File: src/sv/pfi_div.sv
// pfi_div: restoring divider, 64 by 32 bits with a 32-bit quotient,
// one quotient bit per cycle; needs dividend[63:32] < divisor
`timescale 1ns / 1ps

module pfi_div (
  input  logic        clk,
  input  logic        rst,
  input  logic        start,
  input  logic [63:0] dividend,
  input  logic [31:0] divisor,
  output logic        done,
  output logic [31:0] quot
);

  logic [31:0] d_r;
  logic [31:0] rem;
  logic [31:0] q;
  logic [4:0]  cnt;
  logic        busy;
  logic [32:0] trial;
  logic        fits;

  // shift in the next dividend bit and try a subtract
  assign trial = {rem, q[31]};
  assign fits  = trial >= {1'b0, d_r};
  assign quot  = q;

  // control
  always_ff @(posedge clk) begin
    if (rst) begin
      busy <= 1'b0;
      done <= 1'b0;
      cnt  <= '0;
    end else begin
      done <= 1'b0;
      if (start) begin
        busy <= 1'b1;
        cnt  <= '0;
      end else if (busy) begin
        cnt <= cnt + 5'd1;
        if (cnt == 5'd31) begin
          busy <= 1'b0;
          done <= 1'b1;
        end
      end
    end
  end

  // remainder and quotient shift register
  always_ff @(posedge clk) begin
    if (start) begin
      d_r <= divisor;
      rem <= dividend[63:32];
      q   <= dividend[31:0];
    end else if (busy) begin
      rem <= fits ? 32'(trial - {1'b0, d_r}) : trial[31:0];
      q   <= {q[30:0], fits};
    end
  end

endmodule

File: config.mk
export PLATFORM = sky130hd
export DESIGN_NAME = pfi_div
export DESIGN_NICKNAME = d
export VERILOG_FILES = /design/src/sv/pfi_div.sv
export SDC_FILE = /design/constraint.sdc
export NUM_CORES = 1
export LEC_CHECK = 0
export ABC_AREA = 1
export BUFFER_PORTS_ARGS = -buffer_cell sky130_fd_sc_hd__buf_2
export CORE_MARGIN = 4
export CORE_UTILIZATION = 51
export DETAILED_ROUTE_END_ITERATION = 12
export PLACE_DENSITY = 0.77
export SYNTH_ARGS = -nofsm -noshare
export SYNTH_HDL_FRONTEND = slang
export SYNTH_SLANG_ARGS = --single-unit
export TNS_END_PERCENT = 100
File: constraint.sdc
create_clock -name clk -period 2.46 [get_ports clk]
set_clock_uncertainty 0.2 [all_clocks]
set_input_delay 0.492 -clock clk [delete_from_list [all_inputs] [get_ports clk]]
set_output_delay 0.492 -clock clk [all_outputs]
set_load 0.005 [all_outputs]
==> results.ini <==
[worst_setup_path]
worst-r2r-setup-slack_ns = -0.02
cp_data_arrival_time_ns = 2.39
cp_slowest_cell = edfxtp_1
critPathRequiredTime_ns = 2.37
critPathKind = reg2reg
endpoint_kind = flop
path_common_cell = nand2_2
crit_chain = ha_4, inv_1, nor3_2, nand2_2, nor2_2, nor2_4, buf_6, nand2_8, buf_12, nand2_2, nand3_2, nand2_1
r2r_cells = 12
start_kind = flop
crit_path_max_incr_delay_ns = 0.47
path_max_fanout = 6

[grt]
grt_pass1_wl_mm = 32.1
gr-total-overflow = 0
grt_pass1_vias = 6698
grt_use_total_pct = 25.0
grt_max_degree = 40
antenna_found_initial = 0

[cts]
clk-insertion-delay-late_ns = 0.36
cts.hold.buffers_added = 0
cts_root_buffer = clkbuf_16
clkTransAtPathRegs_ns = 0.08
cts_tree = yes
cts.sinks = 103
htreeDepth = 3
cts_buffer_depth = 2
cts_made_buffers = 9

[pwr]
p_leak_uw = 0.00506
p_per_area_nw_per_um2 = 815
intPower_uw = 4840
switching_share_pct = 39.6
power_switching_uw = 3180
finalPower_uw = 8020
clkPwrFrac_pct = 18.1
peakVddDrop_mv = 0.741
power_frac_comb_pct = 52.0
seqPwrFrac_pct = 29.9

[synth]
yosysSeqAreaShare_pct = 42.4
synth_flop_cell = edfxtp_1
ys_types = 33
synth_nets = 1119
netlist_instances = 985
synth_edf_count = 96
synth-seq-cells = 103
synthArstFlopShare_pct = 0
yosys_warnings = 0
syn_avg_cell_area_sq_um = 7.23
netlist_area_sq_um = 7120

[layout]
multi_input_area_sq_um = 4230
area_growth_pct = 38.2
final_nets = 1326
diodes = 0
regArea_sq_um = 3020
layout-drive-gt1-share_pct = 34.0
final_util_pct = 73.1
fillerInstances = 1070

[timing]
clock.fmax_mhz = 403
finalSetupTns_ns = -0.0553
worst_pin_slew_ns = 0.587
setup_viol = 6
maxSlewViolCount = 0
finalWorstSetupSlack_ns = -0.0187
hold_slack_ns = 0.0973
grt_setup_unrepaired = yes
relSlewSlack_pct = 60.8
finalHoldViolations = 0
period_share_pct = 101
fin_crit_ns = 2.48

[drt]
dr.first_iter.drc_count = 591
wire_per_inst_microns = 15.6
wl_mm = 21.4
antenna_left = 0
via_per_inst = 5.12
first_pass_iters = 6
drc = 0
vias = 7023

[status]
violations = negative setup slack
outcome = finished with violations

[run]
cap_violations = 0

[floorplanning]
die_area_sq_um = 15900
die_x_microns = 126
core_area_sq_um = 13500
initial_core_util_pct = 52.9
ios = 132
die_h_microns = 126
rows = 42

[worst_hold_path]
hold_path_depth = 1
min_path_type = in2reg

[placed_design]
hpwl_mm = 15.4
place_ws_ns = -0.135
gp_congestion = 1.03
port_buffers = 131

-- per-layer routing --
layer	track usage [%]	wire length, microns
met3	5.97	1680
met1	32.0	8840
met5	0	0
met4	5.80	488
met2	42.9	10400
-- power groups by stage --
stage | clock [uW] | sequential, uW | combinational, uW
2_1_floorplan | 0 | 2340 | 2010
3_3_place_gp | 0 | 2370 | 3020
3_5_place_dp | 0 | 2370 | 3050
4_1_cts | 1470 | 2360 | 3250
5_1_grt | 1550 | 2420 | 4560
6_report | 1450 | 2400 | 4170
-- cells by family after synthesis --
group | Yosys count | share of synthesized area, %
AO/OA/AOI/OAI | 29 | 2.20
AND/OR/NAND/NOR | 613 | 36.7
XOR/XNOR | 14 | 1.72
flip-flops | 103 | 42.4
adder cells (fa/ha/maj) | 35 | 6.25
buffers and inverters | 191 | 10.7
-- registers in the layout, summed over array words and instances, names as in the netlist --
| signal | count |
|---|---|
| quot | 32 |
| done | 1 |
| busy | 1 |
| rem | 32 |
| d_r | 32 |
| cnt | 5 |
-- metrics by stage --
step	instances	cell area [sq um]
after global routing	1373	9840
after floorplan	985	7130
final	1373	9840
after detailed placement	1332	8400
after global placement	1332	8400
after CTS	1350	8950
-- area by class of cell --
type | instances | area share, %
flip-flops and latches | 103 | 30.7
clock inverters | 6 | 0.585
clock buffers | 10 | 2.43
repair buffers | 219 | 14.6
inverters | 168 | 6.47
multi-input cells | 691 | 43.0
well taps | 176 | 2.24
-- placed cells by master (no fill, tap or decap), types with 2 or more instances in the layout --
cell	count
nor2_2	10
a21oi_2	3
nand3_2	31
a21oi_1	16
dfxtp_1	7
xnor2_1	10
clkbuf_16	11
nand2_8	2
nand2_4	15
nor2_4	10
buf_12	4
inv_8	2
nor3_1	3
nand3_1	40
and2_1	2
nand2_2	47
o21ai_0	4
buf_2	130
edfxtp_1	96
ha_1	3
nor2_1	34
nand2_1	380
xnor2_2	3
ha_4	31
nand3b_1	26
inv_2	13
buf_4	76
clkinv_4	2
inv_6	2
buf_6	6
nand4_1	10
inv_1	152
-- worst paths after layout --
| path | from | to |
|---|---|---|
| worst max-delay path | rem[30]$_DFFE_PP_ | rem[14]$_DFFE_PP_ |
| worst min-delay path | divisor[24] | d_r[24]$_DFFE_PP_ |
| worst max register to register | rem[30]$_DFFE_PP_ | rem[14]$_DFFE_PP_ |
| worst min register to register | cnt[4]$_SDFFE_PP0P_ | cnt[4]$_SDFFE_PP0P_ |
-- synth_stat cells, types with 7 or more instances --
library cell | number | share of area (%)
a21oi_1 | 20 | 1.4
clkbuf_1 | 10 | 0.53
dfxtp_1 | 7 | 2.0
edfxtp_1 | 96 | 40
ha_1 | 34 | 6.0
inv_1 | 165 | 8.7
nand2_1 | 437 | 23
nand3_1 | 65 | 4.6
nand3b_1 | 26 | 2.7
nand4_1 | 10 | 0.88
nor2_1 | 46 | 2.4
xnor2_1 | 14 | 1.7
-- worst max-delay path, delay by kind of cell, from the launching register on --
family / cells / cell delay (ns)
and+or+nand+nor: 8 / 0.88
buffers and inverters: 3 / 0.34
adders and majority gates: 1 / 0.32
DFF: 1 / 0.47
-- timing repair --
item	CTS	global route
gates cloned	0	3
hold endpoints to repair	0	0
buffers inserted	2	20
pin swaps	2	55
resized for setup	30	154
endpoints found under the setup margin	32	32
Power figures use the tool's default switching activity.
