File: config.mk
export PLATFORM = sky130hd
export DESIGN_NAME = pfi_mul
export DESIGN_NICKNAME = d
export VERILOG_FILES = /design/src/sv/pfi_mul.sv
export SDC_FILE = /design/constraint.sdc
export NUM_CORES = 1
export LEC_CHECK = 0
export BUFFER_PORTS_ARGS = -buffer_cell sky130_fd_sc_hd__buf_4
export CAP_MARGIN = 15
export CELL_PAD_IN_SITES_DETAIL_PLACEMENT = 1
export CELL_PAD_IN_SITES_GLOBAL_PLACEMENT = 1
export CORE_MARGIN = 2
export CORE_UTILIZATION = 40
export CTS_BUF_LIST = sky130_fd_sc_hd__clkbuf_8
export CTS_CLUSTER_SIZE = 8
export DETAILED_ROUTE_END_ITERATION = 16
export PLACE_DENSITY = 0.79
export SLEW_MARGIN = 0
export SYNTH_ARGS = -nofsm -noshare
export SYNTH_HDL_FRONTEND = slang
export SYNTH_SLANG_ARGS = --single-unit
File: constraint.sdc
create_clock -name clk -period 6.2 [get_ports clk]
set_input_delay 0.62 -clock clk [delete_from_list [all_inputs] [get_ports clk]]
set_output_delay 0.62 -clock clk [all_outputs]
set_load 0.1 [all_outputs]
File: src/sv/pfi_mul.sv
// pfi_mul: bit-serial shift-add multiplier, 32 x 32 unsigned, one
// multiplier bit per cycle; depends on nothing else
`timescale 1ns / 1ps

module pfi_mul (
  input  logic        clk,
  input  logic        rst,
  input  logic        start,
  input  logic [31:0] a,
  input  logic [31:0] b,
  output logic        done,
  output logic [63:0] prod
);

  logic [31:0] a_r;
  logic [31:0] hi;
  logic [31:0] lo;
  logic [4:0]  cnt;
  logic        busy;
  logic [32:0] sum;

  // add multiplicand when the low multiplier bit is set
  assign sum  = {1'b0, hi} + (lo[0] ? {1'b0, a_r} : 33'd0);
  assign prod = {hi, lo};

  // control
  always_ff @(posedge clk) begin
    if (rst) begin
      busy <= 1'b0;
      done <= 1'b0;
      cnt  <= '0;
    end else begin
      done <= 1'b0;
      if (start) begin
        busy <= 1'b1;
        cnt  <= '0;
      end else if (busy) begin
        cnt <= cnt + 5'd1;
        if (cnt == 5'd31) begin
          busy <= 1'b0;
          done <= 1'b1;
        end
      end
    end
  end

  // datapath shift register
  always_ff @(posedge clk) begin
    if (start) begin
      a_r <= a;
      hi  <= '0;
      lo  <= b;
    end else if (busy) begin
      hi <= sum[32:1];
      lo <= {sum[0], lo[31:1]};
    end
  end

endmodule

==> results of run 1 <==
==> report_power, final <==
| group | switching [uW] | internal (uW) | leakage [uW] |
|---|---|---|---|
| Combinational | 486 | 189 | 0.00194 |
| Clock | 253 | 189 | 0.000104 |
| Sequential | 44.0 | 795 | 0.000954 |
| Total | 783 | 1170 | 0.00299 |
==> worst reg2reg max path, delay by kind of cell (launching register included) <==
family	cells	cell delay (ns)
AO/OA/AOI/OAI	5	1.20
AND/OR/NAND/NOR	3	1.01
flip-flops	1	0.97
adder cells (fa/ha/maj)	1	0.26
==> synth_stat cells, drive strengths merged (4+ instances only) <==
cell / count
a211oi: 5
a21boi: 5
a21o: 13
a21oi: 36
a31oi: 5
a41oi: 4
and2: 37
and3: 8
buf: 7
clkbuf: 16
dfxtp: 39
edfxtp: 64
ha: 34
inv: 10
mux2: 32
mux2i: 10
nand2: 36
nand3: 11
nand4: 11
nor2: 34
nor3: 16
o21a: 4
o21ai: 34
xnor2: 7
xor2: 17
==> sequential cells by signal, summed over array words and instances, names as in the netlist <==
| signal | cells |
|---|---|
| a_r | 32 |
| busy | 1 |
| cnt | 5 |
| done | 1 |
| hi | 32 |
| lo | 32 |
==> path summary, 6_finish.rpt <==
kind	end	slack, ns
max	hi[28]	2.64
min	a_r[12]	0.39
max reg2reg	hi[28]	2.64
min reg2reg	hi[16]	0.49
==> per-stage QoR <==
step	instances	util [%]	total power, uW	area, sq um
detailed placement	824	48.9	1530	6790
global route	841	50.5	2050	7020
CTS	840	50.4	1970	6990
global placement	824	48.9	1510	6790
finish	841	50.5	1960	7020
floorplan	534	-	1360	5690
==> kinds of logic (layout without fill, tap and decap cells) <==
group	count (synthesis)	in the layout
muxes	42	42
buffers and inverters	34	161
xor gates and xnor gates	24	24
and+or+nand+nor	169	169
adders and majority gates	35	35
AOI/OAI and AO/OA	127	127
DFF	103	103
==> layout make-up <==
type / count / area (sq um)
repair buffers: 135 / 1030
well taps: 180 / 225
clock inverters: 7 / 73.8
multi-input cells: 397 / 2820
fillers: 1548 / 6860
clock buffers: 9 / 124
flip-flops and latches: 103 / 2700
inverters: 10 / 37.5
==> layer usage <==
layer | vias up | routed length, microns
met5 | - | 0
met4 | 0 | 240
met3 | 27 | 975
met2 | 130 | 7720
met1 | 2229 | 6220
li1 | 2234 | -
==> metrics.txt, run 1 <==
status finished clean; gr busiest metal met2; crit path max fanout 33; Final HPWL DP 11400 microns; area grow syn2layout 23.3%; fin. max-slew vios 0; Hold Vio Cnt, Final 0; CP Cell Sequence and2_1 > ha_1 > a211oi_1 > o21ai_0 > nand3_1 > a21boi_0 > or4b_4 > a31o_1 > a221o_1; Tmin final 3.56 ns; CP startpoint lo[0]; gr usage total 20.5%; initial antenna violation count 0; row count 43; CP Class reg -> reg; fmax 0.281 GHz; drt total wl 15200 microns; largest net degree at the start of global routing 64; CP arrival 3.83 ns; first-pass GRT wire length 24400 microns; sequential cell area fraction in the yosys report 47.5%; Avg Synthesized Cell Area 10.7 sq um; Final period util 57.4%; worst path buffer plus inverter count 0; Syn Std Cell Area 0.00569 sq mm; DR vias/cell 5.49; Worst Hold Path Cells 1; Initial Util 41.0%; commonest non-fill, non-tap cell in the layout buf_4; Leakage Power 0.00299 uW; top cell type by total area after synthesis edfxtp_1; RSZ-0062 raised after global routing false; FFs w/ async S/R, synth 0%; Worst setup SP type flop; drt wl/cell 18.0 microns; met3 Track Usage GR 6.37%; die area 0.0152 sq mm; CTS max path bufs 2; endpoints failing setup 0; most frequent cells in the layout buf_4, edfxtp_1, dfxtp_1; crit end category flop; Synth Net Count 636; hold wc startpoint a[12]; Crit. path cell count 9; Detail Route Antenna Nets 0; global route overflow 0; vias in the first global route 4933; Die Y 123 microns; DRC viols 0; Post-Synth Simple-Gate Area 15.3%; die width 123 microns; post-synthesis xor/xnor area fraction 3.69%; Vias 4620; top cell type's share of synthesized area 33.8%; CTS sink count 103; largest family of logic cells by synthesized area simple AND/OR/NAND/NOR gates; initial drt markers 225; clock buffers created by TritonCTS 9; Required @ worst endpoint 6.47 ns; post_cts resized 0; Cells after Synth 534; post-synthesis compound-gate area fraction 14.6%; H-Tree Depth 3; met1 global-route usage 23.9%; setup bufs post-CTS 0; Core Box Area 0.0139 sq mm; Post-synth EDFFs 64; Tightest Hold Check Type in -> reg; TNS Setup 0 ns; CP peak stage delay 0.97 ns; number of diodes 0; peak supply drop 0.000171 V; pwr/cell area 279 mW/mm^2; Post-CTS Hold Buffers 0; met2 usage 35.4%; Slew headroom 39.1%; largest delay contributor family on the critical path compound AO/OA/AOI/OAI gates; fraction of layout instances using a drive strength above 1 29.0%; mux share of post-synthesis cell area 8.09%; MaxCap Viol Count 0; PortBufs 131; reg2reg start lo[0]; Detailed Routing Iterations Pass 1 4; Setup Skew 0.0222 ns; Synth cell types 58; Placement Setup Slack 2.67 ns; IO Pins 132; final worst slack 2.64 ns; Slowest-stage cell, CP edfxtp_1; Placer Congestion 0.877; clock slew seen by the registers of the worst setup and hold paths 0.11 ns; most common flop cell mapped by yosys edfxtp_1; Final nets 758; Seq cells post-synth 103; ranking of synthesized cells by area edfxtp_1, dfxtp_1, ha_1; Post-Synth Adder-Cell Area 7.82%; Tightest Pin Transition 0.913 ns; Yosys warnings 0; CTS tree built; Hold WS 0.391 ns; Skew-Pair Late Insertion Delay 0.40 ns; Worst R2R Path Depth 9; Root Buffer clkbuf_8
Power figures use the tool's default switching activity.
==> run 2: changes to the inputs <==
Settings changed: ABC_AREA set to 1, CORE_UTILIZATION 40 to 37, PLACE_DENSITY 0.79 to 0.82.
Clock period 6.2 ns to 3.14 ns, I/O delays scaled along.
==> metrics.txt, run 2 <==
status finished clean (unchanged); area grow syn2layout 22.6% (was 23.3%); DR vias/cell 4.77 (was 5.49); Final nets 1139 (was 758); Core Box Area 0.0167 sq mm (was 0.0139 sq mm); ranking of synthesized cells by area edfxtp_1, nand2_1, dfxtp_1 (was edfxtp_1, dfxtp_1, ha_1); Tmin final 2.53 ns (was 3.56 ns); sequential cell area fraction in the yosys report 42.5% (was 47.5%); die area 0.0183 sq mm (was 0.0152 sq mm); clock buffers created by TritonCTS 9 (unchanged); initial drt markers 272 (was 225); post-synthesis compound-gate area fraction 5.35% (was 14.6%); fraction of layout instances using a drive strength above 1 17.0% (was 29.0%); largest net degree at the start of global routing 57 (was 64); Tightest Hold Check Type in -> reg (unchanged); Initial Util 38.1% (was 41.0%); Worst R2R Path Depth 15 (was 9); PortBufs 131 (unchanged); Yosys warnings 0 (unchanged); Crit. path cell count 15 (was 9); Skew-Pair Late Insertion Delay 0.40 ns (about the same); Hold WS 0.0692 ns (was 0.391 ns); IO Pins 132 (unchanged); Synth cell types 33 (was 58); pwr/cell area 500 mW/mm^2 (was 279 mW/mm^2); CTS max path bufs 2 (unchanged); Vias 6025 (was 4620); drt total wl 19400 microns (was 15200 microns); vias in the first global route 6382 (was 4933); Tightest Pin Transition 0.675 ns (was 0.913 ns); worst path buffer plus inverter count 3 (was 0); RSZ-0062 raised after global routing false (unchanged); CP peak stage delay 0.48 ns (was 0.97 ns); count leader, synth nand2_1 (was edfxtp_1); commonest non-fill, non-tap cell in the layout nand2_1 (was buf_4); first-pass GRT wire length 31500 microns (was 24400 microns); H-Tree Depth 3 (unchanged); row count 47 (was 43); Hold Vio Cnt, Final 0 (unchanged); endpoints failing setup 0 (unchanged); Cells after Synth 906 (was 534); largest delay contributor family on the critical path simple AND/OR/NAND/NOR gates (was compound AO/OA/AOI/OAI gates); fin. max-slew vios 0 (unchanged); CP arrival 2.85 ns (was 3.83 ns); Post-synth top cells nand2_1, inv_1, nor2_1, edfxtp_1, nand3_1 (was edfxtp_1, dfxtp_1, and2_1, nand2_1); CTS sink count 103 (unchanged); final worst slack 0.606 ns (was 2.64 ns); Detail Route Antenna Nets 0 (unchanged); post_cts resized 0 (unchanged); global route overflow 0 (unchanged); Fill cells 2205 (was 1548); most common flop cell mapped by yosys edfxtp_1 (unchanged); Seq cells post-synth 103 (unchanged); number of diodes 0 (unchanged); CTS tree built (unchanged); crit path max fanout 21 (was 33); Die Y 135 microns (was 123 microns); TNS Setup 0 ns (unchanged); Placer Congestion 0.886 (was 0.877); die width 135 microns (was 123 microns); Worst Hold Path Cells 2 (was 1); Synth Net Count 1008 (was 636); Slew headroom 54.8% (was 39.1%); Finished Core Util 46.7% (was 50.5%); Post-Synth Adder-Cell Area 7.01% (was 7.82%); area taken by multi-input logic gates 0.00297 sq mm (was 0.00282 sq mm); gr usage total 22.0% (was 20.5%); Slowest-stage cell, CP fa_1 (was edfxtp_1); Detailed Routing Iterations Pass 1 4 (unchanged); Placement Setup Slack 0.656 ns (was 2.67 ns); Leakage Power 0.00431 uW (was 0.00299 uW); Final period util 80.7% (was 57.4%); fmax 0.395 GHz (was 0.281 GHz); post-synthesis xor/xnor area fraction 1.38% (was 3.69%); MaxCap Viol Count 0 (unchanged); mux share of post-synthesis cell area 0% (was 8.09%); largest family of logic cells by synthesized area simple AND/OR/NAND/NOR gates (unchanged); top cell type's share of synthesized area 30.2% (was 33.8%); Root Buffer clkbuf_8 (unchanged); Post-Synth Simple-Gate Area 33.0% (was 15.3%); Top Registers a_r x32, hi x32, lo x32 (unchanged); CP Class reg -> reg (unchanged); peak supply drop 0.000302 V (was 0.000171 V); crit end category flop (unchanged); register area 0.00270 sq mm (unchanged); Avg Synthesized Cell Area 7.02 sq um (was 10.7 sq um); setup bufs post-CTS 0 (unchanged); Post-CTS Hold Buffers 0 (unchanged); initial antenna violation count 0 (unchanged); Syn Std Cell Area 0.00636 sq mm (was 0.00569 sq mm); drt wl/cell 15.3 microns (was 18.0 microns); CP Cell Sequence buf_4 > nand2_1 > inv_1 > ha_1 > fa_1 > nand3_1 > nand3_1 > nand2_1 > nand3_1 > nand2_1 > nand3_1 > nand2_1 > nand3_1 > nand2_1 > inv_1 (was and2_1 > ha_1 > a211oi_1 > o21ai_0 > nand3_1 > a21boi_0 > or4b_4 > a31o_1 > a221o_1); Required @ worst endpoint 3.46 ns (was 6.47 ns); Final HPWL DP 15100 microns (was 11400 microns); DRC viols 0 (unchanged); top cell type by total area after synthesis edfxtp_1 (unchanged); FFs w/ async S/R, synth 0% (unchanged); most frequent cells in the layout nand2_1, inv_1, buf_4 (was buf_4, edfxtp_1, dfxtp_1); clock slew seen by the registers of the worst setup and hold paths 0.12 ns (was 0.11 ns); Setup Skew 0.0187 ns (was 0.0222 ns); Post-synth EDFFs 64 (unchanged); Worst setup SP type flop (unchanged)
==> run 2: cell count changes after synthesis, sizes merged, moves of 14 or more <==
cell,before,now
o21ai,34,20
mux2,32,0
nand3,11,45
xor2,17,1
and2,37,0
nand2,36,378
inv,10,161
nor2,34,79
==> run 2: per-stage QoR <==
step | total power (uW) | instances | instance area (sq um)
after detailed placement | 3010 | 1246 | 7590
after global placement | 2990 | 1246 | 7590
after CTS | 3940 | 1262 | 7790
final | 3900 | 1262 | 7790
after global routing | 4080 | 1262 | 7790
after floorplan | 2640 | 906 | 6360
==> run 2: power breakdown <==
part           switching (uW)  total (uW)  internal (uW)  leakage [uW]
sequential               73.6        1640           1570      0.000962
combinational            1000        1340            340       0.00325
clock                     539         919            381      0.000103
total                    1610        3900           2290       0.00431
==> run 2: cells by family (layout without fill, tap and decap cells) <==
group,after synthesis,in the layout
AOI/OAI and AO/OA,61,61
xor gates and xnor gates,10,10
adders and majority gates,35,35
buffers and inverters,179,315
DFF,103,103
and+or+nand+nor,518,518
==> run 2: layer usage <==
layer | global-route usage, % | up-vias | share of wire, % | routed length [microns]
met5 | 0 | - | 0 | 0
met4 | 4.22 | 0 | 0.82 | 158
met3 | 6.34 | 11 | 6.4 | 1240
met2 | 38.2 | 126 | 48 | 9340
met1 | 27.3 | 2836 | 45 | 8620
li1 | - | 3052 | - | -
==> run 2: layout make-up <==
cell class                      count  area share, %
Clock inverter                      7           1.01
Tap cell                          220           3.53
Multi-Input combinational cell    624           38.2
Timing Repair Buffer              138           13.3
Inverter                          161           7.75
Sequential cell                   103           34.7
Clock buffer                        9           1.59
==> run 2: final timing paths <==
path | startpoint | to | slack, ns
setup / recovery | lo[0] | hi[23] | 0.61
setup reg to reg | lo[0] | hi[23] | 0.61
hold / removal | rst | busy | 0.07
hold reg to reg | hi[13] | hi[13] | 0.49
==> run 3: changes to the inputs <==
Clock period 3.14 ns to 2.05 ns, I/O delays scaled along.
==> metrics.txt, run 3 (synthesized netlist as in run 2, its figures left out) <==
status finished, violations left (was finished clean); failing checks negative setup slack; clock buffers created by TritonCTS 9 (unchanged); fraction of layout instances using a drive strength above 1 40.8% (was 17.0%); number of diodes 0 (unchanged); DRC viols 0 (unchanged); Hold WS 0.0432 ns (was 0.0692 ns); area taken by multi-input logic gates 0.00415 sq mm (was 0.00297 sq mm); Placement Setup Slack -0.229 ns (was 0.656 ns); initial drt markers 322 (was 272); crit end category flop (unchanged); Placer Congestion 0.917 (was 0.886); CP Cell Sequence buf_6 > buf_12 > nand2_1 > inv_2 > ha_4 > nand2_4 > nor2_4 > nand3_2 > nand3_4 > nand2_2 > a21oi_1 > nor2_1 > nor2_1 (was buf_4 > nand2_1 > inv_1 > ha_1 > fa_1 > nand3_1 > nand3_1 > nand2_1 > nand3_1 > nand2_1 > nand3_1 > nand2_1 > nand3_1 > nand2_1 > inv_1); gr usage total 25.7% (was 22.0%); IO Pins 132 (unchanged); commonest non-fill, non-tap cell in the layout nand2_1 (unchanged); Detailed Routing Iterations Pass 1 4 (unchanged); global route overflow 0 (unchanged); Core Box Area 0.0167 sq mm (unchanged); Skew-Pair Late Insertion Delay 0.42 ns (was 0.40 ns); Tmin final 2.39 ns (was 2.53 ns); CTS tree built (unchanged); Required @ worst endpoint 2.39 ns (was 3.46 ns); Setup Skew 0.0289 ns (was 0.0187 ns); CP arrival 2.73 ns (was 2.85 ns); Final nets 1223 (was 1139); Root Buffer clkbuf_8 (unchanged); die width 135 microns (unchanged); RSZ-0062 raised after global routing true (was false); Leakage Power 0.00495 uW (was 0.00431 uW); area grow syn2layout 54.1% (was 22.6%); row count 47 (unchanged); CTS max path bufs 2 (unchanged); peak supply drop 0.000491 V (was 0.000302 V); Detail Route Antenna Nets 0 (unchanged); MaxCap Viol Count 0 (unchanged); Hold Vio Cnt, Final 0 (unchanged); most frequent cells in the layout nand2_1, buf_4, inv_1 (was nand2_1, inv_1, buf_4); Slew headroom 61.7% (was 54.8%); Die Y 135 microns (unchanged); fin. max-slew vios 0 (unchanged); drt total wl 25700 microns (was 19400 microns); H-Tree Depth 3 (unchanged); r2r setup slk -0.34 ns (was 0.61 ns); Slowest-stage cell, CP edfxtp_1 (was fa_1); Tightest Pin Transition 0.574 ns (was 0.675 ns); endpoints failing setup 29 (was 0); Initial Util 38.1% (unchanged); first-pass GRT wire length 36300 microns (was 31500 microns); PortBufs 131 (unchanged); drt wl/cell 19.1 microns (was 15.3 microns); final worst slack -0.343 ns (was 0.606 ns); clock slew seen by the registers of the worst setup and hold paths 0.13 ns (was 0.12 ns); CTS sink count 103 (unchanged); Vias 6861 (was 6025); die area 0.0183 sq mm (unchanged); crit path max fanout 16 (was 21); vias in the first global route 7050 (was 6382); register area 0.00270 sq mm (unchanged); DR vias/cell 5.10 (was 4.77); Worst setup SP type flop (unchanged); Top Registers a_r x32, hi x32, lo x32 (unchanged); Final Instance Area 0.00980 sq mm (was 0.00779 sq mm); largest net degree at the start of global routing 50 (was 57); Final HPWL DP 16000 microns (was 15100 microns); fmax 0.418 GHz (was 0.395 GHz); Final period util 117% (was 80.7%); Most Frequent Cell on Critical Path nor2_1; CP Class reg -> reg (unchanged); Post-DP Area 0.00838 sq mm (was 0.00759 sq mm); initial antenna violation count 0 (unchanged); Fill cells 2050 (was 2205); pwr/cell area 697 mW/mm^2 (was 500 mW/mm^2); Tightest Hold Check Type in -> reg (unchanged); CP peak stage delay 0.43 ns (was 0.48 ns)
## run 3: worst paths after layout
path                             start     end  cells past startpoint
worst max-delay path             lo[0]  hi[17]                     13
worst min-delay path             b[21]  lo[21]                      3
worst max register to register   lo[0]  hi[17]                     13
worst min register to register  cnt[4]  cnt[4]                      2
## run 3: per-layer routing
metal	global-route usage (%)	share of wire (%)
met3	5.22	6.3
met4	9.09	4.7
met5	0	0
met1	30.7	39
met2	45.8	50
## run 3: repair_timing
action	CTS	global route
hold endpoints to repair	33	0
hold buffers	33	0
resized for setup	131	82
cloned	2	0
buffers inserted	7	3
setup endpoints to repair	24	30
pin swaps	42	38
## run 3: final cells by class
class / instances / share of cell area, %
inverters: 161 / 6.24
multi-input cells: 624 / 42.4
flip-flops and latches: 103 / 27.6
well taps: 220 / 2.81
clock buffers: 9 / 1.26
clock inverters: 7 / 1.02
repair buffers: 222 / 18.7
## run 3: report_power, final
| part | internal [uW] | leakage, uW | switching, uW |
|---|---|---|---|
| combinational | 916 | 0.00388 | 1860 |
| sequential | 2400 | 0.000962 | 150 |
| clock | 606 | 0.000112 | 903 |
## run 3: critical path, delay by kind of cell (launching register included)
family	cells	cell delay [ns]
buffers and inverters	3	0.35
flip-flops	1	0.43
AO/OA/AOI/OAI	1	0.14
AND/OR/NAND/NOR	8	1.06
adder cells (fa/ha/maj)	1	0.33
## run 3: through the flow
step | util [%] | std cells | TNS (ns) | total power [uW]
3_5_place_dp | 50.2 | 1285 | -2.76 | 4950
3_3_place_gp | 50.2 | 1285 | -1.47 | 4890
2_1_floorplan | - | 906 | -12.12 | 4260
4_1_cts | 56.7 | 1343 | -1.86 | 6670
5_1_grt | 58.7 | 1346 | -7.96 | 7090
6_report | 58.7 | 1346 | -5.43 | 6830
